--- src/design/qvt_pkg.sv ---
`timescale 1ns / 1ps
// ----------------------------------------------------------------------------
// qvt_pkg
// Shared constants, types and controller/datapath interface structs for the
// value table with greedy action select.
// ----------------------------------------------------------------------------
package qvt_pkg;

	// table geometry
	localparam int NUM_STATES  = 256;
	localparam int NUM_ACTIONS = 16;
	localparam int STORE_DEPTH = NUM_STATES * NUM_ACTIONS;
	localparam int ADDR_W      = $clog2(STORE_DEPTH);

	// field widths
	localparam int VAL_W   = 32;
	localparam int STATE_W = 8;
	localparam int ACT_W   = 4;
	localparam int CNT_W   = 5;
	localparam int FULL_W  = STATE_W + CNT_W;

	// configuration port
	localparam int PADDR_W = 3;
	localparam int PDATA_W = 32;
	localparam logic [CNT_W-1:0] ACTIONS_RESET = CNT_W'(NUM_ACTIONS);

	// item modes
	typedef enum logic [1:0] {
		MODE_READ   = 2'd0,
		MODE_WRITE  = 2'd1,
		MODE_ARGMAX = 2'd2,
		MODE_ARGMIN = 2'd3
	} mode_t;

	// controller to datapath
	typedef struct packed {
		logic capture;
		logic clear_en;
		logic write_en;
		logic issue_first;
		logic issue_visit;
		logic finish;
	} ctrl_cmd_t;

	// datapath to controller
	typedef struct packed {
		logic clear_last;
		logic visit_last;
		logic is_write;
		logic is_read;
		logic out_free;
	} ctrl_sts_t;

endpackage

--- src/design/qvt_ctrl.sv ---
`timescale 1ns / 1ps
// ----------------------------------------------------------------------------
// qvt_ctrl
// Sequencer: clearing pass after reset, then per-item read, write or row scan.
// ----------------------------------------------------------------------------
module qvt_ctrl (
	input  logic               clk,
	input  logic               arst_n,
	input  logic               item_valid,
	output logic               item_stall,
	input  qvt_pkg::ctrl_sts_t sts,
	output qvt_pkg::ctrl_cmd_t cmd
);
	import qvt_pkg::*;

	typedef enum logic [2:0] {
		ST_CLEAR,
		ST_IDLE,
		ST_ISSUE,
		ST_SCAN,
		ST_DRAIN,
		ST_FINISH
	} state_t;

	state_t state_q;
	state_t state_nxt;

	// next state and command decode
	always_comb begin
		state_nxt = state_q;
		cmd       = '0;
		case (state_q)
			ST_CLEAR: begin
				cmd.clear_en = 1'b1;
				if (sts.clear_last) begin
					state_nxt = ST_IDLE;
				end
			end
			ST_IDLE: begin
				cmd.capture = item_valid;
				if (item_valid) begin
					state_nxt = ST_ISSUE;
				end
			end
			ST_ISSUE: begin
				if (sts.is_write) begin
					cmd.write_en = 1'b1;
					state_nxt    = ST_IDLE;
				end else begin
					cmd.issue_first = 1'b1;
					state_nxt       = sts.is_read ? ST_DRAIN : ST_SCAN;
				end
			end
			ST_SCAN: begin
				cmd.issue_visit = 1'b1;
				if (sts.visit_last) begin
					state_nxt = ST_DRAIN;
				end
			end
			ST_DRAIN: begin
				state_nxt = ST_FINISH;
			end
			ST_FINISH: begin
				if (sts.out_free) begin
					cmd.finish = 1'b1;
					state_nxt  = ST_IDLE;
				end
			end
			default: begin
				state_nxt = ST_IDLE;
			end
		endcase
	end

	// state register
	always_ff @(posedge clk or negedge arst_n) begin
		if (!arst_n) begin
			state_q <= ST_CLEAR;
		end else begin
			state_q <= state_nxt;
		end
	end

	// items are taken only between transactions
	assign item_stall = (state_q != ST_IDLE);

endmodule

--- config.mk ---
export PLATFORM = sky130hd
export DESIGN_NAME = qvt_ctrl
export DESIGN_NICKNAME = d
export VERILOG_FILES = /design/src/design/qvt_pkg.sv /design/src/design/qvt_ctrl.sv
export SDC_FILE = /design/constraint.sdc
export NUM_CORES = 1
export LEC_CHECK = 0
export ABC_AREA = 0
export BUFFER_PORTS_ARGS = -buffer_cell sky130_fd_sc_hd__buf_2
export CORE_AREA = 2 2 39 41
export DETAILED_ROUTE_END_ITERATION = 16
export DIE_AREA = 0 0 41 43
export GPL_ROUTABILITY_DRIVEN = 1
export PLACE_DENSITY = 0.48
export SLEW_MARGIN = 40
export SYNTH_ARGS = -nofsm -noshare
export SYNTH_HDL_FRONTEND = slang
export SYNTH_SLANG_ARGS = --single-unit
--- constraint.sdc ---
create_clock -name clk -period 2 [get_ports clk]
set_clock_uncertainty 0.15 [all_clocks]
set_input_delay 0.1 -clock clk [delete_from_list [all_inputs] [get_ports clk]]
set_output_delay 0.1 -clock clk [all_outputs]
set_load 0.02 [all_outputs]
==> run_results.csv, run 1 <==
group,metric,value,unit
run_status,status,"finished clean",
cts,clock_path_buffers,2,
logic_synthesis,syn_nets,46,
floorplan,die_w,41,um
min_path,hold_class,"in -> async",
timing,rsz0062_at_grt,"false",
drt,dr_total_vias,342,
cts,cts_tree,"built",
logic_synthesis,synth_top_area_frac,0.2667,
timing,post-route-min-period,1623,ps
final_layout,layout-drive-gt1-share,0.3273,
timing,tightest_slew,390.5,ps
timing,slew_headroom,0.7373,
drt,first_iter_violations,5,
grt,grt_antenna_before_repair,0,
placed_design,post-place-cells,65,
logic_synthesis,synth_edf_count,0,
power,power,628.4,uW
placed_design,place.gp.congestion,0.7302,
final_layout,fillCellCount,166,
logic_synthesis,yosysUniqueCellTypes,21,
power,ir_drop,0.4419,mV
grt,grt_pass1_vias,288,
cts,numCtsBuffers,3,
logic_synthesis,synth_area_leaders,"dfrtp_1 (27%), mux2i_1 (7.1%), a21oi_1 (5.3%)",
floorplan,ioPinCount,15,
drt,antenna_left,0,
final_layout,reg.largest.list,"state_q x3",
cts,root_buffer,"clkbuf_4",
logic_synthesis,yosys.area.top_type,"dfrtp_1",
timing,final_hold_viol_count,0,
logic_synthesis,synthArstFlopShare,1.000,
final_layout,fin_nets,64,
grt,grt-ovfl-total,0,
grt,grt_max_degree,14,
final_layout,final_cells,71,
grt,globalRouteTotalUtil,0.1085,
setup_path,worstSetupEndpointType,"flip-flop",
drt,first_pass_iters,4,
logic_synthesis,seq_area_frac_synth,0.2667,
grt,grt_pass1_wl,1221,um
final_layout,area_growth,43.11,%
cts,cts_max_level,1,
setup_path,worstSetupStartpointType,"flip-flop",
drt,routed_wl,770,um
cts,clkLatencyLatePin,240,ps
final_layout,antenna_cells,0,
timing,setup_tns,0,ps
floorplan,row_count,14,
timing,period_share,0.8114,
logic_synthesis,syn_area_per_cell,7.408,um2
floorplan,dieHeight,43,um
setup_path,path_class,"reg -> reg",
power,p_leak,0.1989,nW
drt,vias_per_cell,4.817,
floorplan,start_util,0.2034,
logic_synthesis,synthesis.instances,38,
floorplan,core,1384,um2
timing,setup_viol,0,
setup_path,rrSetupSlack,380,ps
drt,wl_per_cell,10.85,um
timing,drv_slew,0,
setup_path,cp.required,2030,ps
final_layout,largest_reg_flops,3,
timing,max_freq,616.2,MHz
setup_path,cp.arrival,1650,ps
setup_path,critPathMaxFanout,13,
logic_synthesis,synth-main-ff-cell,"dfrtp_1",
cts,clock_sinks,3,
logic_synthesis,syn-cell-area,281.5,um2
logic_synthesis,ys_seq_elements,3,
placed_design,port_buffers,14,
job,maxCapViolations,0,
logic_synthesis,ys_top_cells_by_count,"inv_1 (4), nor2_1 (4)",
floorplan,dieArea,1763,um2
cts,clk_pin_slew,40,ps
cts,post_cts_resized,0,
final_layout,largest_register,"state_q",
logic_synthesis,ys.warnings.count,0,
drt,drc,0,
power,p_per_area,1560,nW/um2
## report_power, final
group	internal (mW)	switching, mW
Clock	0.0751	0.0359
Combinational	0.157	0.175
Sequential	0.0907	0.0951
## worst paths after layout
check | endpoint | startpoint | cells after the start
max in group asynchronous | state_q[2] | arst_n | 2
setup reg to reg | state_q[1] | state_q[0] | 3
hold / removal | state_q[1] | arst_n | 2
min in group clk | state_q[1] | sts[3] | 3
setup / recovery | state_q[1] | state_q[0] | 3
hold reg to reg | state_q[0] | state_q[0] | 2
## critical path: stages, from the launching register on
cell and delay, ps:
dfrtp_1 500, or4b_1 580, a21oi_1 160, a32o_1 170
## metrics by stage
stage | setup slack (ps) | hold slack [ps] | util | instance area, um2
floorplan | 439.5 | -345.6 | - | 281.5
global placement | 441.0 | -247.3 | 0.2577 | 356.6
detailed placement | 399.1 | -248.2 | 0.2577 | 356.6
CTS | 365.7 | 20.13 | 0.2911 | 402.9
global route | 222.7 | 53.40 | 0.2911 | 402.9
finish | 377.2 | 25.15 | 0.2911 | 402.9
## cell type report
| class | instances | area, um2 | share of cell area |
|---|---|---|---|
| Multi-Input combinational cell | 28 | 176.4 | 0.4379 |
| Timing Repair Buffer | 16 | 90.09 | 0.2236 |
| Sequential cell | 3 | 75.07 | 0.1863 |
| Clock buffer | 4 | 26.28 | 0.06522 |
| Tap cell | 16 | 20.02 | 0.04969 |
| Inverter | 4 | 15.01 | 0.03727 |
## cells in the final DEF (no fill, tap or decap)
master         netlist  layout
a21oi_1              3       3
a22o_1               1       1
a31o_2               1       1
a31oi_1              1       1
a32o_1               1       1
and2_1               1       1
buf_2                3      14
clkbuf_1             0       1
clkbuf_4             0       3
dfrtp_1              3       3
dlygate4sd3_1        0       2
inv_1                4       4
mux2i_1              2       2
nand2_1              3       3
nand2b_1             2       2
nand3b_1             1       1
nor2_1               4       4
nor2b_1              1       1
nor3_1               2       2
nor4_1               1       1
nor4b_1              1       1
o22ai_1              1       1
or2b_1               1       1
or4b_1               1       1
## per-layer routing
metal,global-route usage,vias up,share of wire
met5,0,-,0
met1,0.1323,160,0.43
li1,-,168,-
met4,0.06000,0,0
met3,0.04712,0,0.075
met2,0.1531,14,0.49
## cells by family (layout without fill, tap and decap cells)
| logic type | after synthesis | in the layout | synth area share |
|---|---|---|---|
| DFF | 3 | 3 | 0.2667 |
| and+or+nand+nor | 18 | 18 | 0.3600 |
| muxes | 2 | 2 | 0.07111 |
| AOI/OAI and AO/OA | 8 | 8 | 0.1956 |
| buffers and inverters | 7 | 24 | 0.1066 |
## what timing repair did
action                    CTS  global route
hold buffers                2             0
hold endpoints to repair    4             0
buffers inserted            0             0
(Power assumes the default switching activity.)
==> inputs of run 2 (changes only) <==
==> constraint.sdc (replaced) <==
create_clock -name clk -period 1.7 [get_ports clk]
set_clock_uncertainty 0.15 [all_clocks]
set_input_delay 0.085 -clock clk [delete_from_list [all_inputs] [get_ports clk]]
set_output_delay 0.085 -clock clk [all_outputs]
set_load 0.02 [all_outputs]
==> run_results.csv, run 2 (synthesis gave the netlist of run 1 again) <==
group,metric,value,unit
placed_design,post-place-cells,68,
floorplan,row_count,14,
cts,numCtsBuffers,3,
min_path,hold_class,"in -> async",
drt,first_iter_violations,1,
setup_path,cp.arrival,1340,ps
grt,grt_pass1_vias,311,
timing,setup_tns,0,ps
floorplan,core,1384,um2
cts,clock_sinks,3,
setup_path,worstSetupEndpointType,"primary output",
drt,dr_total_vias,341,
cts,clock_path_buffers,2,
floorplan,start_util,0.2034,
floorplan,dieHeight,43,um
drt,drc,0,
drt,first_pass_iters,3,
cts,clkLatencyLatePin,240,ps
power,p_per_area,1860,nW/um2
drt,vias_per_cell,4.608,
final_layout,reg.largest.list,"state_q x3",
timing,rsz0062_at_grt,"false",
cts,root_buffer,"clkbuf_4",
grt,grt_antenna_before_repair,0,
setup_path,path_class,"reg -> out",
timing,period_share,0.9261,
floorplan,dieArea,1763,um2
final_layout,fillCellCount,163,
grt,grt_max_degree,11,
timing,drv_slew,0,
floorplan,die_w,41,um
final_layout,layout-drive-gt1-share,0.3621,
timing,setup_viol,0,
cts,cts_tree,"built",
final_layout,largest_register,"state_q",
final_layout,layout_common_cells,"buf_2 (14), nor2_1 (4), inv_1 (4)",
grt,grt_pass1_wl,1124,um
setup_path,critPathMaxFanout,8,
final_layout,multi_input_area,176.4,um2
timing,slew_headroom,0.7416,
placed_design,hpwl,558.1,um
power,ir_drop,0.6690,mV
setup_path,cp.required,1460,ps
final_layout,layout_commonest_cell,"buf_2",
timing,final_hold_viol_count,0,
floorplan,ioPinCount,15,
final_layout,final_cells,74,
timing,tightest_slew,384.1,ps
run_status,status,"finished clean",
setup_path,worstSetupStartpointType,"flip-flop",
power,p_leak,0.2139,nW
cts,cts_max_level,1,
final_layout,fin_nets,67,
final_layout,antenna_cells,0,
cts,clk_pin_slew,40,ps
placed_design,port_buffers,14,
final_layout,largest_reg_flops,3,
final_layout,regArea,75.07,um2
grt,grt-ovfl-total,0,
job,maxCapViolations,0,
placed_design,place.gp.congestion,0.7716,
final_layout,area_growth,51.11,%
drt,routed_wl,743,um
drt,antenna_left,0,
grt,globalRouteTotalUtil,0.09548,
timing,max_freq,635.2,MHz
timing,timing.hold.ws,15.16,ps
drt,wl_per_cell,10.04,um
timing,post-route-min-period,1574,ps
run 2: cell types whose count changed in the layout (fill, tap and decap cells not counted), sizes merged:
cell	change
buf	+3
run 2: stage by stage:
stage          total power, mW  cell area, um2  utilization  setup WS, ps
3_3_place_gp            0.6557           379.1       0.2740         212.1
6_report                0.7914           425.4       0.3074         125.7
3_5_place_dp            0.6588           379.1       0.2740         189.6
2_1_floorplan           0.5094           281.5            -         154.5
4_1_cts                 0.7963           425.4       0.3074         101.8
5_1_grt                 0.8637           425.4       0.3074         34.92
run 2: final cells by class:
| cell class | count | area share |
|---|---|---|
| clock buffer | 4 | 0.06176 |
| inverter | 4 | 0.03529 |
| multi-input combinational | 28 | 0.4147 |
| sequential | 3 | 0.1765 |
| tap | 16 | 0.04706 |
| timing repair buffer | 19 | 0.2647 |
run 2: path summary, 6_finish.rpt:
kind / from / to / slack [ps] / cells past startpoint
min in group clk: sts[3] / state_q[1] / 20 / 3
worst max register to register: state_q[0] / state_q[1] / 180 / 3
worst min register to register: state_q[2] / state_q[0] / 440 / 2
worst min-delay path: arst_n / state_q[1] / 20 / 2
worst max-delay path: state_q[0] / cmd[2] / 130 / 3
max in group asynchronous: arst_n / state_q[2] / 1270 / 2
run 2: what timing repair did:
| item | CTS | global route |
|---|---|---|
| buffers inserted | 0 | 0 |
| hold endpoints to repair | 4 | 0 |
| gates resized for setup | 0 | 0 |
| hold buffers | 2 | 0 |
run 2: metal layers:
metal | vias to the layer above | global-route usage | share of wire
met2 | 10 | 0.1594 | 0.46
met3 | 0 | 0.07853 | 0.079
li1 | 173 | - | -
met5 | - | 0 | 0
met4 | 0 | 0 | 0
met1 | 158 | 0.09355 | 0.46
run 2: critical path, stage by stage (launching register included):
cell and delay, ps:
dfrtp_1 450, buf_4 190, nor4b_1 260, buf_2 210
run 2: where the power goes:
part / internal, mW / switching (mW)
clock network: 0.0882 / 0.0409
registers: 0.108 / 0.0528
logic: 0.226 / 0.275
==> inputs of run 3 (changes only) <==
==> constraint.sdc (replaced) <==
create_clock -name clk -period 1.57 [get_ports clk]
set_clock_uncertainty 0.15 [all_clocks]
set_input_delay 0.0785 -clock clk [delete_from_list [all_inputs] [get_ports clk]]
set_output_delay 0.0785 -clock clk [all_outputs]
set_load 0.02 [all_outputs]
==> run_results.csv, run 3 (synthesis gave the netlist of run 1 again) <==
group,metric,value,unit
placed_design,post-place-cells,69,
setup_path,worstSetupStartpointType,"flip-flop",
setup_path,worstSetupEndpointType,"primary output",
grt,grt_max_degree,12,
cts,clock_sinks,3,
timing,period_share,0.9437,
cts,clk_pin_slew,40,ps
grt,grt_use_met2,0.1281,
floorplan,dieHeight,43,um
final_layout,largest_register,"state_q",
setup_path,cp.required,1340,ps
final_layout,layout_commonest_cell,"buf_2",
grt,grt_antenna_before_repair,0,
timing,tightest_slew,367.4,ps
min_path,hold_class,"in -> reg",
grt,grt_pass1_wl,1152,um
final_layout,antenna_cells,0,
drt,dr_total_vias,346,
cts,numCtsBuffers,3,
setup_path,cp.arrival,1250,ps
final_layout,final_cells,75,
grt,grtUsageMet1,0.1327,
cts,root_buffer,"clkbuf_4",
power,power,890.1,uW
timing,post-route-min-period,1482,ps
job,maxCapViolations,0,
cts,cts_tree,"built",
floorplan,core,1384,um2
setup_path,critPathMaxFanout,10,
cts,cts_max_level,1,
final_layout,fin_nets,68,
drt,antenna_left,0,
timing,drv_slew,0,
grt,grt-busiest-layer,"met1",
placed_design,port_buffers,14,
final_layout,largest_reg_flops,3,
drt,first_iter_violations,1,
cts,clkLatencyLatePin,230,ps
floorplan,die_w,41,um
drt,routed_wl,705,um
final_layout,area_growth,58.67,%
drt,vias_per_cell,4.613,
drt,wl_per_cell,9.400,um
final_layout,reg.largest.list,"state_q x3",
floorplan,start_util,0.2034,
setup_path,rrSetupSlack,120,ps
final_layout,layout-drive-gt1-share,0.4237,
run_status,status,"finished clean",
grt,globalRouteTotalUtil,0.09759,
final_layout,layout_common_cells,"buf_2 (14), nor2_1 (4), inv_1 (4)",
min_path,hold_depth,3,
timing,max_freq,675.0,MHz
timing,setup_viol,0,
placed_design,hpwl,540,um
floorplan,row_count,14,
grt,grt_pass1_vias,296,
final_layout,fillCellCount,151,
drt,first_pass_iters,4,
power,p_per_area,1993,nW/um2
floorplan,dieArea,1763,um2
power,p_leak,0.2214,nW
placed_design,place.gp.congestion,0.7539,
cts,cts_setup_buffers,0,
grt,grtUsageMet3,0.07853,
drt,drc,0,
timing,timing.hold.ws,10.82,ps
timing,final_hold_viol_count,0,
power,ir_drop,0.9586,mV
setup_path,r2r_cells,3,
floorplan,ioPinCount,15,
grt,grt-ovfl-total,0,
timing,slew_headroom,0.7528,
setup_path,path_class,"reg -> out",
cts,clock_path_buffers,2,
run 3: worst max-delay path, cell delays in order, from the launching register on:
cell and delay, ps:
dfrtp_1 370, buf_4 180, nor2b_2 150, and2_1 160
buf_2 170
run 3: metrics by stage:
step | setup TNS [ps] | setup WS [ps] | cell area (um2) | util
3_3_place_gp | 0 | 164.2 | 386.6 | 0.2794
3_5_place_dp | 0 | 152.8 | 386.6 | 0.2794
2_1_floorplan | 0 | 31.01 | 281.5 | -
5_1_grt | -17.47 | -9.845 | 446.7 | 0.3228
4_1_cts | 0 | 49.71 | 432.9 | 0.3128
6_report | 0 | 88.46 | 446.7 | 0.3228
run 3: final cells by class:
| class | instances | area [um2] | share of cell area |
|---|---|---|---|
| multi-input combinational | 28 | 185.2 | 0.4146 |
| timing repair buffer | 20 | 123.9 | 0.2773 |
| sequential | 3 | 76.32 | 0.1709 |
| clock buffer | 4 | 26.28 | 0.05882 |
| tap | 16 | 20.02 | 0.04482 |
| inverter | 4 | 15.01 | 0.03361 |
run 3: worst paths after layout:
| check | from | to |
|---|---|---|
| setup / recovery | state_q[2] | cmd[1] |
| hold / removal | sts[3] | state_q[1] |
| setup reg to reg | state_q[0] | state_q[1] |
| hold reg to reg | state_q[2] | state_q[0] |
| max in group asynchronous | arst_n | state_q[1] |
| min in group asynchronous | arst_n | state_q[1] |
run 3: power by group:
group,switching (mW),internal (mW)
sequential,0.0388,0.119
combinational,0.322,0.274
clock,0.0404,0.0952
total,0.402,0.489
run 3: routing by layer:
metal	wire, um	part of all wire	vias up
met1	320	0.45	158
met3	61	0.087	0
li1	-	-	178
met4	0	0	0
met5	0	0	-
met2	323	0.46	10
run 3: what timing repair did:
action | in CTS | in global routing
setup endpoints to repair | 0 | 3
gates resized for setup | 0 | 4
endpoints found under the hold margin | 4 | 0
hold buffers | 2 | 0
